==> config.mk <==
export PLATFORM = sky130hd
export DESIGN_NAME = integer_matrix_multiply_top
export DESIGN_NICKNAME = d
export VERILOG_FILES = /design/src/hw/rtl/imm_pkg.sv /design/src/hw/rtl/imm_ram.sv /design/src/hw/rtl/integer_matrix_multiply_top.sv
export SDC_FILE = /design/constraint.sdc
export NUM_CORES = 2
export LEC_CHECK = 0
export BUFFER_PORTS_ARGS = -buffer_cell sky130_fd_sc_hd__buf_2
export CORE_UTILIZATION = 55
export CTS_CLUSTER_DIAMETER = 200
export DETAILED_ROUTE_END_ITERATION = 10
export MAX_ROUTING_LAYER = met4
export PLACE_DENSITY = 0.71
export SYNTH_ARGS = -nofsm -noshare
export SYNTH_HDL_FRONTEND = slang
export SYNTH_SLANG_ARGS = --single-unit
==> constraint.sdc <==
create_clock -name clk -period 8.8 [get_ports clk]
set_input_delay 0.44 -clock clk [delete_from_list [all_inputs] [get_ports clk]]
set_output_delay 0.44 -clock clk [all_outputs]
set_load 0.005 [all_outputs]
==> src/hw/rtl/imm_pkg.sv <==
package imm_pkg;

    // Fixed field widths
    localparam int DIM_W = 4;   // dimension register width
    localparam int IDX_W = 3;   // row / column / inner index width
    localparam int VAL_W = 16;  // matrix element width
    localparam int ACC_W = 35;  // exact dot product width
    localparam int OP_W  = 2;
    localparam int CFG_W = 2;   // configuration register index width

    localparam int MAX_DIM_DEFAULT = 8;
    localparam logic [DIM_W-1:0] DIM_RESET = 4'd8;

    typedef enum logic [OP_W-1:0] {
        OP_WRITE_A = 2'd0,
        OP_WRITE_B = 2'd1,
        OP_START   = 2'd2
    } op_t;

    typedef enum logic [CFG_W-1:0] {
        CFG_A_ROWS = 2'd0,
        CFG_A_COLS = 2'd1,
        CFG_B_ROWS = 2'd2,
        CFG_B_COLS = 2'd3
    } cfg_t;

    // Tag that travels with each multiply-accumulate step
    typedef struct packed {
        logic             first;    // first inner step of an element
        logic             lastk;    // final inner step of an element
        logic             final_el; // final element of the product
        logic [IDX_W-1:0] row;
        logic [IDX_W-1:0] col;
    } mac_tag_t;

endpackage

==> src/hw/rtl/imm_ram.sv <==
module imm_ram
#(
    parameter int WIDTH = 16,
    parameter int DEPTH = 64,
    parameter int ADDR_W = (DEPTH > 1) ? $clog2(DEPTH) : 1
)
(
    input  logic              clk,
    input  logic              we,
    input  logic [ADDR_W-1:0] waddr,
    input  logic [WIDTH-1:0]  wdata,
    input  logic              re,
    input  logic [ADDR_W-1:0] raddr,
    output logic [WIDTH-1:0]  rdata
);

    logic [WIDTH-1:0] mem [DEPTH];

    always_ff @(posedge clk)
    begin
        if (we)
        begin
            mem[waddr] <= wdata;
        end
        if (re)
        begin
            rdata <= mem[raddr];
        end
    end

endmodule

==> src/hw/rtl/integer_matrix_multiply_top.sv <==
// Loads: one word per cycle while no result waits on a stalled sink; a load gives no result.
// Multiply: rows(A) * cols(B) * cols(A) multiply-accumulate steps, one per cycle unless
// the sink stalls, set by the single read port of each element store.
// Dimension mismatch: one error word. No new word is taken until a multiply drains.
// Reset: control, pipeline valids and output clear, dimension registers go to 8;
// the element stores keep whatever they hold and are not cleared.
module integer_matrix_multiply_top
    import imm_pkg::*;
#(
    parameter int MAX_DIM = MAX_DIM_DEFAULT
)
(
    input  logic             clk,
    input  logic             rst_n,

    // Configuration write port
    input  logic             cfg_we,
    input  logic [CFG_W-1:0] cfg_index,
    input  logic [DIM_W-1:0] cfg_data,

    // Input stream
    input  logic             s_axis_tvalid,
    output logic             s_axis_tready,
    input  logic [23:0]      s_axis_tdata,   // row[2:0], col[5:3], value[21:6], zero pad
    input  logic [OP_W-1:0]  s_axis_tuser,   // operation[1:0]

    // Result stream
    output logic             m_axis_tvalid,
    input  logic             m_axis_tready,
    output logic [47:0]      m_axis_tdata,   // out_row[2:0], out_col[5:3], product[40:6], pad
    output logic             m_axis_tlast,   // last
    output logic             m_axis_tuser    // dim_error
);

    localparam int DEPTH  = MAX_DIM * MAX_DIM;
    localparam int ADDR_W = (DEPTH > 1) ? $clog2(DEPTH) : 1;
    localparam int PROD_W = 2 * VAL_W;

    typedef enum logic {
        ST_IDLE,
        ST_RUN
    } state_t;

    // Turn a dimension register into the index of its last row or column,
    // saturating zero to one and anything above MAX_DIM to MAX_DIM.
    function automatic logic [IDX_W-1:0] last_index(input logic [DIM_W-1:0] v);
        logic [DIM_W-1:0] m1;
        m1 = v - DIM_W'(1);
        if (v == '0)
            last_index = '0;
        else if (int'(v) > MAX_DIM)
            last_index = IDX_W'(MAX_DIM - 1);
        else
            last_index = m1[IDX_W-1:0];
    endfunction

    // Configuration registers
    logic [DIM_W-1:0] a_rows_reg, a_cols_reg, b_rows_reg, b_cols_reg;

    // Sequencer
    state_t           state_reg;
    logic [IDX_W-1:0] i_reg, j_reg, k_reg;
    logic [IDX_W-1:0] ar_last_reg, ac_last_reg, bc_last_reg;

    // Pipeline: stage 1 holds the read data, stage 2 the product
    logic                     v1_reg, v2_reg;
    mac_tag_t                 t1_reg, t2_reg, t0;
    logic signed [PROD_W-1:0] prod_reg;
    logic signed [ACC_W-1:0]  acc_reg, acc_next;

    // Output register
    logic                    out_valid_reg;
    logic [IDX_W-1:0]        out_row_reg, out_col_reg;
    logic signed [ACC_W-1:0] out_prod_reg;
    logic                    out_last_reg, out_err_reg;

    // Input word fields
    op_t              in_op;
    logic [IDX_W-1:0] in_row, in_col;
    logic [VAL_W-1:0] in_value;
    logic             in_acc, in_range, mismatch;
    logic             advance;

    logic [ADDR_W-1:0] waddr, raddr_a, raddr_b;
    logic [VAL_W-1:0]  rdata_a, rdata_b;

    assign in_op    = op_t'(s_axis_tuser);
    assign in_row   = s_axis_tdata[2:0];
    assign in_col   = s_axis_tdata[5:3];
    assign in_value = s_axis_tdata[21:6];

    // Whole pipeline moves unless a result waits and the sink stalls.
    assign advance = !(out_valid_reg && !m_axis_tready);

    // Take a word only with the pipeline empty, so store writes never meet reads.
    assign s_axis_tready = (state_reg == ST_IDLE) && !v1_reg && !v2_reg && advance;
    assign in_acc        = s_axis_tvalid && s_axis_tready;

    // Drop writes outside the store.
    assign in_range = (int'(in_row) < MAX_DIM) && (int'(in_col) < MAX_DIM);
    assign waddr    = ADDR_W'(int'(in_row) * MAX_DIM + int'(in_col));
    assign mismatch = last_index(a_cols_reg) != last_index(b_rows_reg);

    // Row-major reads: A[i][k] and B[k][j]
    assign raddr_a = ADDR_W'(int'(i_reg) * MAX_DIM + int'(k_reg));
    assign raddr_b = ADDR_W'(int'(k_reg) * MAX_DIM + int'(j_reg));

    imm_ram #(
        .WIDTH (VAL_W),
        .DEPTH (DEPTH),
        .ADDR_W(ADDR_W)
    ) u_ram_a (
        .clk  (clk),
        .we   (in_acc && in_op == OP_WRITE_A && in_range),
        .waddr(waddr),
        .wdata(in_value),
        .re   (advance),
        .raddr(raddr_a),
        .rdata(rdata_a)
    );

    imm_ram #(
        .WIDTH (VAL_W),
        .DEPTH (DEPTH),
        .ADDR_W(ADDR_W)
    ) u_ram_b (
        .clk  (clk),
        .we   (in_acc && in_op == OP_WRITE_B && in_range),
        .waddr(waddr),
        .wdata(in_value),
        .re   (advance),
        .raddr(raddr_b),
        .rdata(rdata_b)
    );

    // Tag for the step whose reads issue this cycle
    always_comb
    begin
        t0.first    = (k_reg == '0);
        t0.lastk    = (k_reg == ac_last_reg);
        t0.final_el = (k_reg == ac_last_reg) && (j_reg == bc_last_reg)
                      && (i_reg == ar_last_reg);
        t0.row      = i_reg;
        t0.col      = j_reg;
    end

    // Restart the sum on the first inner step.
    always_comb
    begin
        if (t2_reg.first)
            acc_next = ACC_W'(prod_reg);
        else
            acc_next = acc_reg + ACC_W'(prod_reg);
    end

    // Configuration writes
    always_ff @(posedge clk or negedge rst_n)
    begin
        if (!rst_n)
        begin
            a_rows_reg <= DIM_RESET;
            a_cols_reg <= DIM_RESET;
            b_rows_reg <= DIM_RESET;
            b_cols_reg <= DIM_RESET;
        end
        else if (cfg_we)
        begin
            case (cfg_t'(cfg_index))
                CFG_A_ROWS: a_rows_reg <= cfg_data;
                CFG_A_COLS: a_cols_reg <= cfg_data;
                CFG_B_ROWS: b_rows_reg <= cfg_data;
                CFG_B_COLS: b_cols_reg <= cfg_data;
                default:    ;
            endcase
        end
    end

    // Sequencer state, pipeline valids and output register
    always_ff @(posedge clk or negedge rst_n)
    begin
        if (!rst_n)
        begin
            state_reg     <= ST_IDLE;
            i_reg         <= '0;
            j_reg         <= '0;
            k_reg         <= '0;
            ar_last_reg   <= '0;
            ac_last_reg   <= '0;
            bc_last_reg   <= '0;
            v1_reg        <= 1'b0;
            v2_reg        <= 1'b0;
            out_valid_reg <= 1'b0;
            out_row_reg   <= '0;
            out_col_reg   <= '0;
            out_prod_reg  <= '0;
            out_last_reg  <= 1'b0;
            out_err_reg   <= 1'b0;
        end
        else if (advance)
        begin
            v1_reg        <= 1'b0;
            v2_reg        <= v1_reg;
            out_valid_reg <= 1'b0;

            case (state_reg)
                ST_IDLE:
                begin
                    if (in_acc && in_op == OP_START)
                    begin
                        if (mismatch)
                        begin
                            // One error word, nothing multiplied
                            out_valid_reg <= 1'b1;
                            out_row_reg   <= '0;
                            out_col_reg   <= '0;
                            out_prod_reg  <= '0;
                            out_last_reg  <= 1'b1;
                            out_err_reg   <= 1'b1;
                        end
                        else
                        begin
                            state_reg   <= ST_RUN;
                            i_reg       <= '0;
                            j_reg       <= '0;
                            k_reg       <= '0;
                            ar_last_reg <= last_index(a_rows_reg);
                            ac_last_reg <= last_index(a_cols_reg);
                            bc_last_reg <= last_index(b_cols_reg);
                        end
                    end
                end
                ST_RUN:
                begin
                    // Issue one step; advance k, then j, then i
                    v1_reg <= 1'b1;
                    if (k_reg != ac_last_reg)
                    begin
                        k_reg <= k_reg + IDX_W'(1);
                    end
                    else
                    begin
                        k_reg <= '0;
                        if (j_reg != bc_last_reg)
                        begin
                            j_reg <= j_reg + IDX_W'(1);
                        end
                        else
                        begin
                            j_reg <= '0;
                            if (i_reg != ar_last_reg)
                                i_reg <= i_reg + IDX_W'(1);
                            else
                                state_reg <= ST_IDLE;
                        end
                    end
                end
                default:
                begin
                    state_reg <= ST_IDLE;
                end
            endcase

            // Finished element goes to the output register
            if (v2_reg && t2_reg.lastk)
            begin
                out_valid_reg <= 1'b1;
                out_row_reg   <= t2_reg.row;
                out_col_reg   <= t2_reg.col;
                out_prod_reg  <= acc_next;
                out_last_reg  <= t2_reg.final_el;
                out_err_reg   <= 1'b0;
            end
        end
    end

    // Datapath: multiply registered, then accumulate
    always_ff @(posedge clk)
    begin
        if (advance)
        begin
            t1_reg   <= t0;
            t2_reg   <= t1_reg;
            prod_reg <= $signed(rdata_a) * $signed(rdata_b);
            if (v2_reg)
            begin
                acc_reg <= acc_next;
            end
        end
    end

    assign m_axis_tvalid = out_valid_reg;
    assign m_axis_tdata  = {7'd0, out_prod_reg, out_col_reg, out_row_reg};
    assign m_axis_tlast  = out_last_reg;
    assign m_axis_tuser  = out_err_reg;

endmodule

==> flow_summary.html <==
<table>
<tr><th>Metric</th><th>Value</th></tr>
<tr><th colspan="2">Global route</th></tr>
<tr><td>Global-route wire length before repair</td><td>about 330000 microns</td></tr>
<tr><td>Vias in the first global route</td><td>between 40000 and 50000</td></tr>
<tr><td>Grt ovf</td><td>0</td></tr>
<tr><td>Antenna violations before repair</td><td>15</td></tr>
<tr><td>Pin count of the biggest net entering global routing</td><td>117</td></tr>
<tr><td>All-layer global routing usage</td><td>0.260</td></tr>
<tr><th colspan="2">Critical path</th></tr>
<tr><td>FF-to-FF path depth</td><td>22</td></tr>
<tr><td>Worst Path Arrival</td><td>around 7400 ps</td></tr>
<tr><td>R2r startpoint</td><td>u_ram_b.rdata[1]</td></tr>
<tr><td>Crit Path Category</td><td>reg2reg</td></tr>
<tr><td>Kind of end point of the critical path</td><td>register</td></tr>
<tr><td>Crit Reg-Reg Endpoint</td><td>prod_reg[30]</td></tr>
<tr><td>Critical Path Source Type</td><td>register</td></tr>
<tr><td>Maximum fanout encountered on the critical timing path</td><td>16</td></tr>
<tr><td>Worst Path Required</td><td>9410 ps</td></tr>
<tr><td>Slack of the worst reg-to-reg path</td><td>~2000 ps</td></tr>
<tr><th colspan="2">Logic synthesis</th></tr>
<tr><td>Most frequent cells after synthesis</td><td>edfxtp_1 (2165), mux4_2 (666), inv_1 (348)</td></tr>
<tr><td>Count of flip-flops with a built-in enable after synthesis</td><td>2165</td></tr>
<tr><td>Fraction of post-synthesis cell area in the top cell type by area</td><td>0.667</td></tr>
<tr><td>Gate Count Post-Synth</td><td>approximately 5000</td></tr>
<tr><td>Synth warnings</td><td>0</td></tr>
<tr><td>Top FF cell, synth</td><td>edfxtp_1</td></tr>
<tr><td>Cell with the most instances after synthesis</td><td>edfxtp_1</td></tr>
<tr><td>Yosys top cell by area</td><td>edfxtp_1</td></tr>
<tr><td>Post-synthesis cell area</td><td>approximately 97000 sq um</td></tr>
<tr><td>Largest cells by area after synthesis</td><td>edfxtp_1 (67%), mux4_2 (15%), fa_1 (5.4%)</td></tr>
<tr><td>Fraction of synthesis flops using an asynchronous set or reset pin</td><td>0.0361</td></tr>
<tr><td>Mean post-synth cell area</td><td>between 15 and 20 sq um</td></tr>
<tr><td>Proportion of synthesized chip area in sequential cells</td><td>0.688</td></tr>
<tr><td>Netlist cell types</td><td>80</td></tr>
<tr><td>Synthesis-stage register bit count</td><td>~2200</td></tr>
<tr><th colspan="2">Worst hold path</th></tr>
<tr><td>Worst hold path cell count</td><td>1</td></tr>
<tr><td>Hold endpoint</td><td>u_ram_b.mem[38][8]</td></tr>
<tr><td>Min-Delay Path Class</td><td>in2reg</td></tr>
<tr><td>Hold Path Origin</td><td>s_axis_tdata[14]</td></tr>
<tr><th colspan="2">Placement</th></tr>
<tr><td>Cell count after placement</td><td>between 7000 and 8000</td></tr>
<tr><td>Input/output buffers</td><td>79</td></tr>
<tr><td>Placed wire-length estimate</td><td>roughly 130000 microns</td></tr>
<tr><td>Final weighted congestion in routability-driven placement</td><td>around 0.87</td></tr>
<tr><th colspan="2">Floorplan</th></tr>
<tr><td>Initial Utilization</td><td>0.553</td></tr>
<tr><td>Overall die area</td><td>around 180000 sq um</td></tr>
<tr><td>Die height</td><td>between 400 and 500 microns</td></tr>
<tr><td>Number of standard-cell rows in the floorplan</td><td>about 150</td></tr>
<tr><td>Core region area</td><td>between 150000 and 200000 sq um</td></tr>
<tr><td>Width of the die</td><td>about 420 microns</td></tr>
<tr><td>IO Count</td><td>just under 90</td></tr>
<tr><th colspan="2">Route</th></tr>
<tr><td>Count of vias placed by the detailed router</td><td>between 40000 and 50000</td></tr>
<tr><td>Final routed wirelength across all metal layers</td><td>220000 microns</td></tr>
<tr><td>Avg Vias per Cell</td><td>6.18</td></tr>
<tr><td>Number of remaining DRC errors</td><td>0</td></tr>
<tr><td>Length of the first detailed-routing pass in iterations</td><td>5</td></tr>
<tr><td>Detail-routed net length per standard cell</td><td>between 20 and 30 microns</td></tr>
<tr><td>Remaining number of nets flagged by the antenna check after routing</td><td>0</td></tr>
<tr><td>DRT iter0 DRCs</td><td>5432</td></tr>
<tr><th colspan="2">Timing</th></tr>
<tr><td>RSZ-0062 raised after global routing</td><td>no</td></tr>
<tr><td>Period utilisation layout</td><td>0.768</td></tr>
<tr><td>Transition time of the tightest slew-check pin</td><td>between 1000 and 1500 ps</td></tr>
<tr><td>Final Slew Violations</td><td>0</td></tr>
<tr><td>Hold Vio Cnt, Final</td><td>0</td></tr>
<tr><td>Final sum of negative setup slack</td><td>0 ps</td></tr>
<tr><td>Time the worst path needs with I/O delays and setup</td><td>a little under 7000 ps</td></tr>
<tr><td>Max Clock Freq</td><td>about 150 MHz</td></tr>
<tr><td>Worst-case clock skew</td><td>about 46 ps</td></tr>
<tr><td>Max-slew headroom</td><td>0.214</td></tr>
<tr><td>Endpoints failing setup</td><td>0</td></tr>
<tr><th colspan="2">Clock tree</th></tr>
<tr><td>Number of buffers inserted by post-CTS setup repair</td><td>0</td></tr>
<tr><td>Master cell of the clock root buffer</td><td>clkbuf_16</td></tr>
<tr><td>Cts-stage hold buffer count</td><td>11</td></tr>
<tr><td>Clk Latency, worst-skew pair</td><td>between 800 and 900 ps</td></tr>
<tr><td>Clock tree from TritonCTS</td><td>yes</td></tr>
<tr><td>Clock slew at reported path FFs</td><td>around 60 ps</td></tr>
<tr><td>Number of clock sinks seen by CTS</td><td>approximately 2200</td></tr>
<tr><td>Clock buffer count from CTS</td><td>around 220</td></tr>
<tr><td>CTS max path bufs</td><td>3</td></tr>
<tr><td>Resized cells post-CTS</td><td>0</td></tr>
<tr><td>Htree depth</td><td>4</td></tr>
<tr><th colspan="2">Layout</th></tr>
<tr><td>Layout area overhead</td><td>11.2%</td></tr>
<tr><td>Layout Nets</td><td>around 5700</td></tr>
<tr><td>Layout cell share with drive strength beyond 1</td><td>0.233</td></tr>
<tr><td>Number of cells in the finished layout apart from fillers</td><td>around 7800</td></tr>
<tr><td>Regs by FF count</td><td>u_ram_a.mem x1024, u_ram_b.mem x1024</td></tr>
<tr><td>Count of fill cells added during filler insertion</td><td>12100</td></tr>
<tr><th colspan="2">Job</th></tr>
<tr><td>Count of max-cap constraint violations</td><td>0</td></tr>
<tr><th colspan="2">Outcome</th></tr>
<tr><td>Outcome</td><td>complete, no violations</td></tr>
</table>
[placed cells by master (no fill, tap or decap), types with 32 or more instances in the layout]
master and instances:
edfxtp_1 2165, mux4_2 666, inv_1 347, nand2_1 272
fa_1 263, clkbuf_16 218, nor2_1 193, buf_4 185
ha_1 124, and2_1 123, dfrtp_1 70, buf_2 62
clkinv_1 55, a21oi_1 54, clkbuf_1 50, o21ai_1 44
xnor2_1 43, o21ai_0 40, a21o_1 37, nand3_1 32
[per-layer routing]
layer | share of wire | wire, microns | global-route usage | vias up
met5 | 0 | 0 | - | -
met4 | 0.022 | 4850 | 0.0631 | 0
met3 | 0.085 | 18700 | 0.0468 | 293
li1 | - | - | - | 20000
met1 | 0.41 | 90300 | 0.369 | 25600
met2 | 0.48 | 107000 | 0.398 | 2120
[final cells by class]
type                    count  area [sq um]  share of cell area
flip-flops and latches   2246         67100               0.619
multi-input cells        2162         28100               0.259
clock buffers             268          5640              0.0521
well taps                2340          2930              0.0270
repair buffers            265          1950              0.0180
clock inverters           133          1390              0.0128
inverters                 350          1320              0.0121
diodes                      8          20.0            0.000185
[per-stage QoR]
step           worst slack [ps]  hold WS, ps  instance area (sq um)   util
4_1_cts                    2020         12.9                 108000  0.615
3_3_place_gp               1990          403                 101000  0.575
2_1_floorplan              2650          144                  97500      -
3_5_place_dp               2040          407                 101000  0.575
6_report                   2050         54.4                 108000  0.615
5_1_grt                    1630         39.7                 108000  0.615
[how the worst max path moves through the flow]
stage	startpoint	end	cells past startpoint
after floorplan	u_ram_a.rdata[15]	prod_reg[30]	24
after global placement	u_ram_b.rdata[1]	prod_reg[30]	22
after detailed placement	u_ram_b.rdata[1]	prod_reg[30]	22
after CTS	u_ram_b.rdata[1]	prod_reg[30]	22
after global routing	u_ram_b.rdata[1]	prod_reg[30]	22
final	u_ram_b.rdata[1]	prod_reg[30]	22
[critical path, stage by stage (launching register included)]
cell	delay (ps)
edfxtp_1	680
nand2_1	220
inv_1	100
fa_1	700
inv_1	100
fa_1	540
inv_1	60
fa_1	490
inv_1	50
fa_1	550
fa_1	430
fa_1	490
inv_1	40
ha_1	350
nand3_1	180
nor3_1	70
a211oi_1	200
o21ai_0	110
a22o_1	290
o41ai_2	410
nand2_1	110
a31oi_1	210
xnor2_1	90
[cell families (layout without fill, tap and decap cells)]
group                      count (synthesis)  in the layout  synth area share
and+or+nand+nor                          725            725            0.0343
AOI/OAI and AO/OA                        278            278            0.0189
muxes                                    691            691             0.158
xor gates and xnor gates                  73             73           0.00656
DFF                                     2246           2246             0.688
adders and majority gates                388            388            0.0701
buffers and inverters                    582           1016            0.0243
other                                      1             15         0.0000385
Power is left out: the tool's default activity adds up to more than one toggle a clock period on the data nets, which glitch-free logic cannot reach.
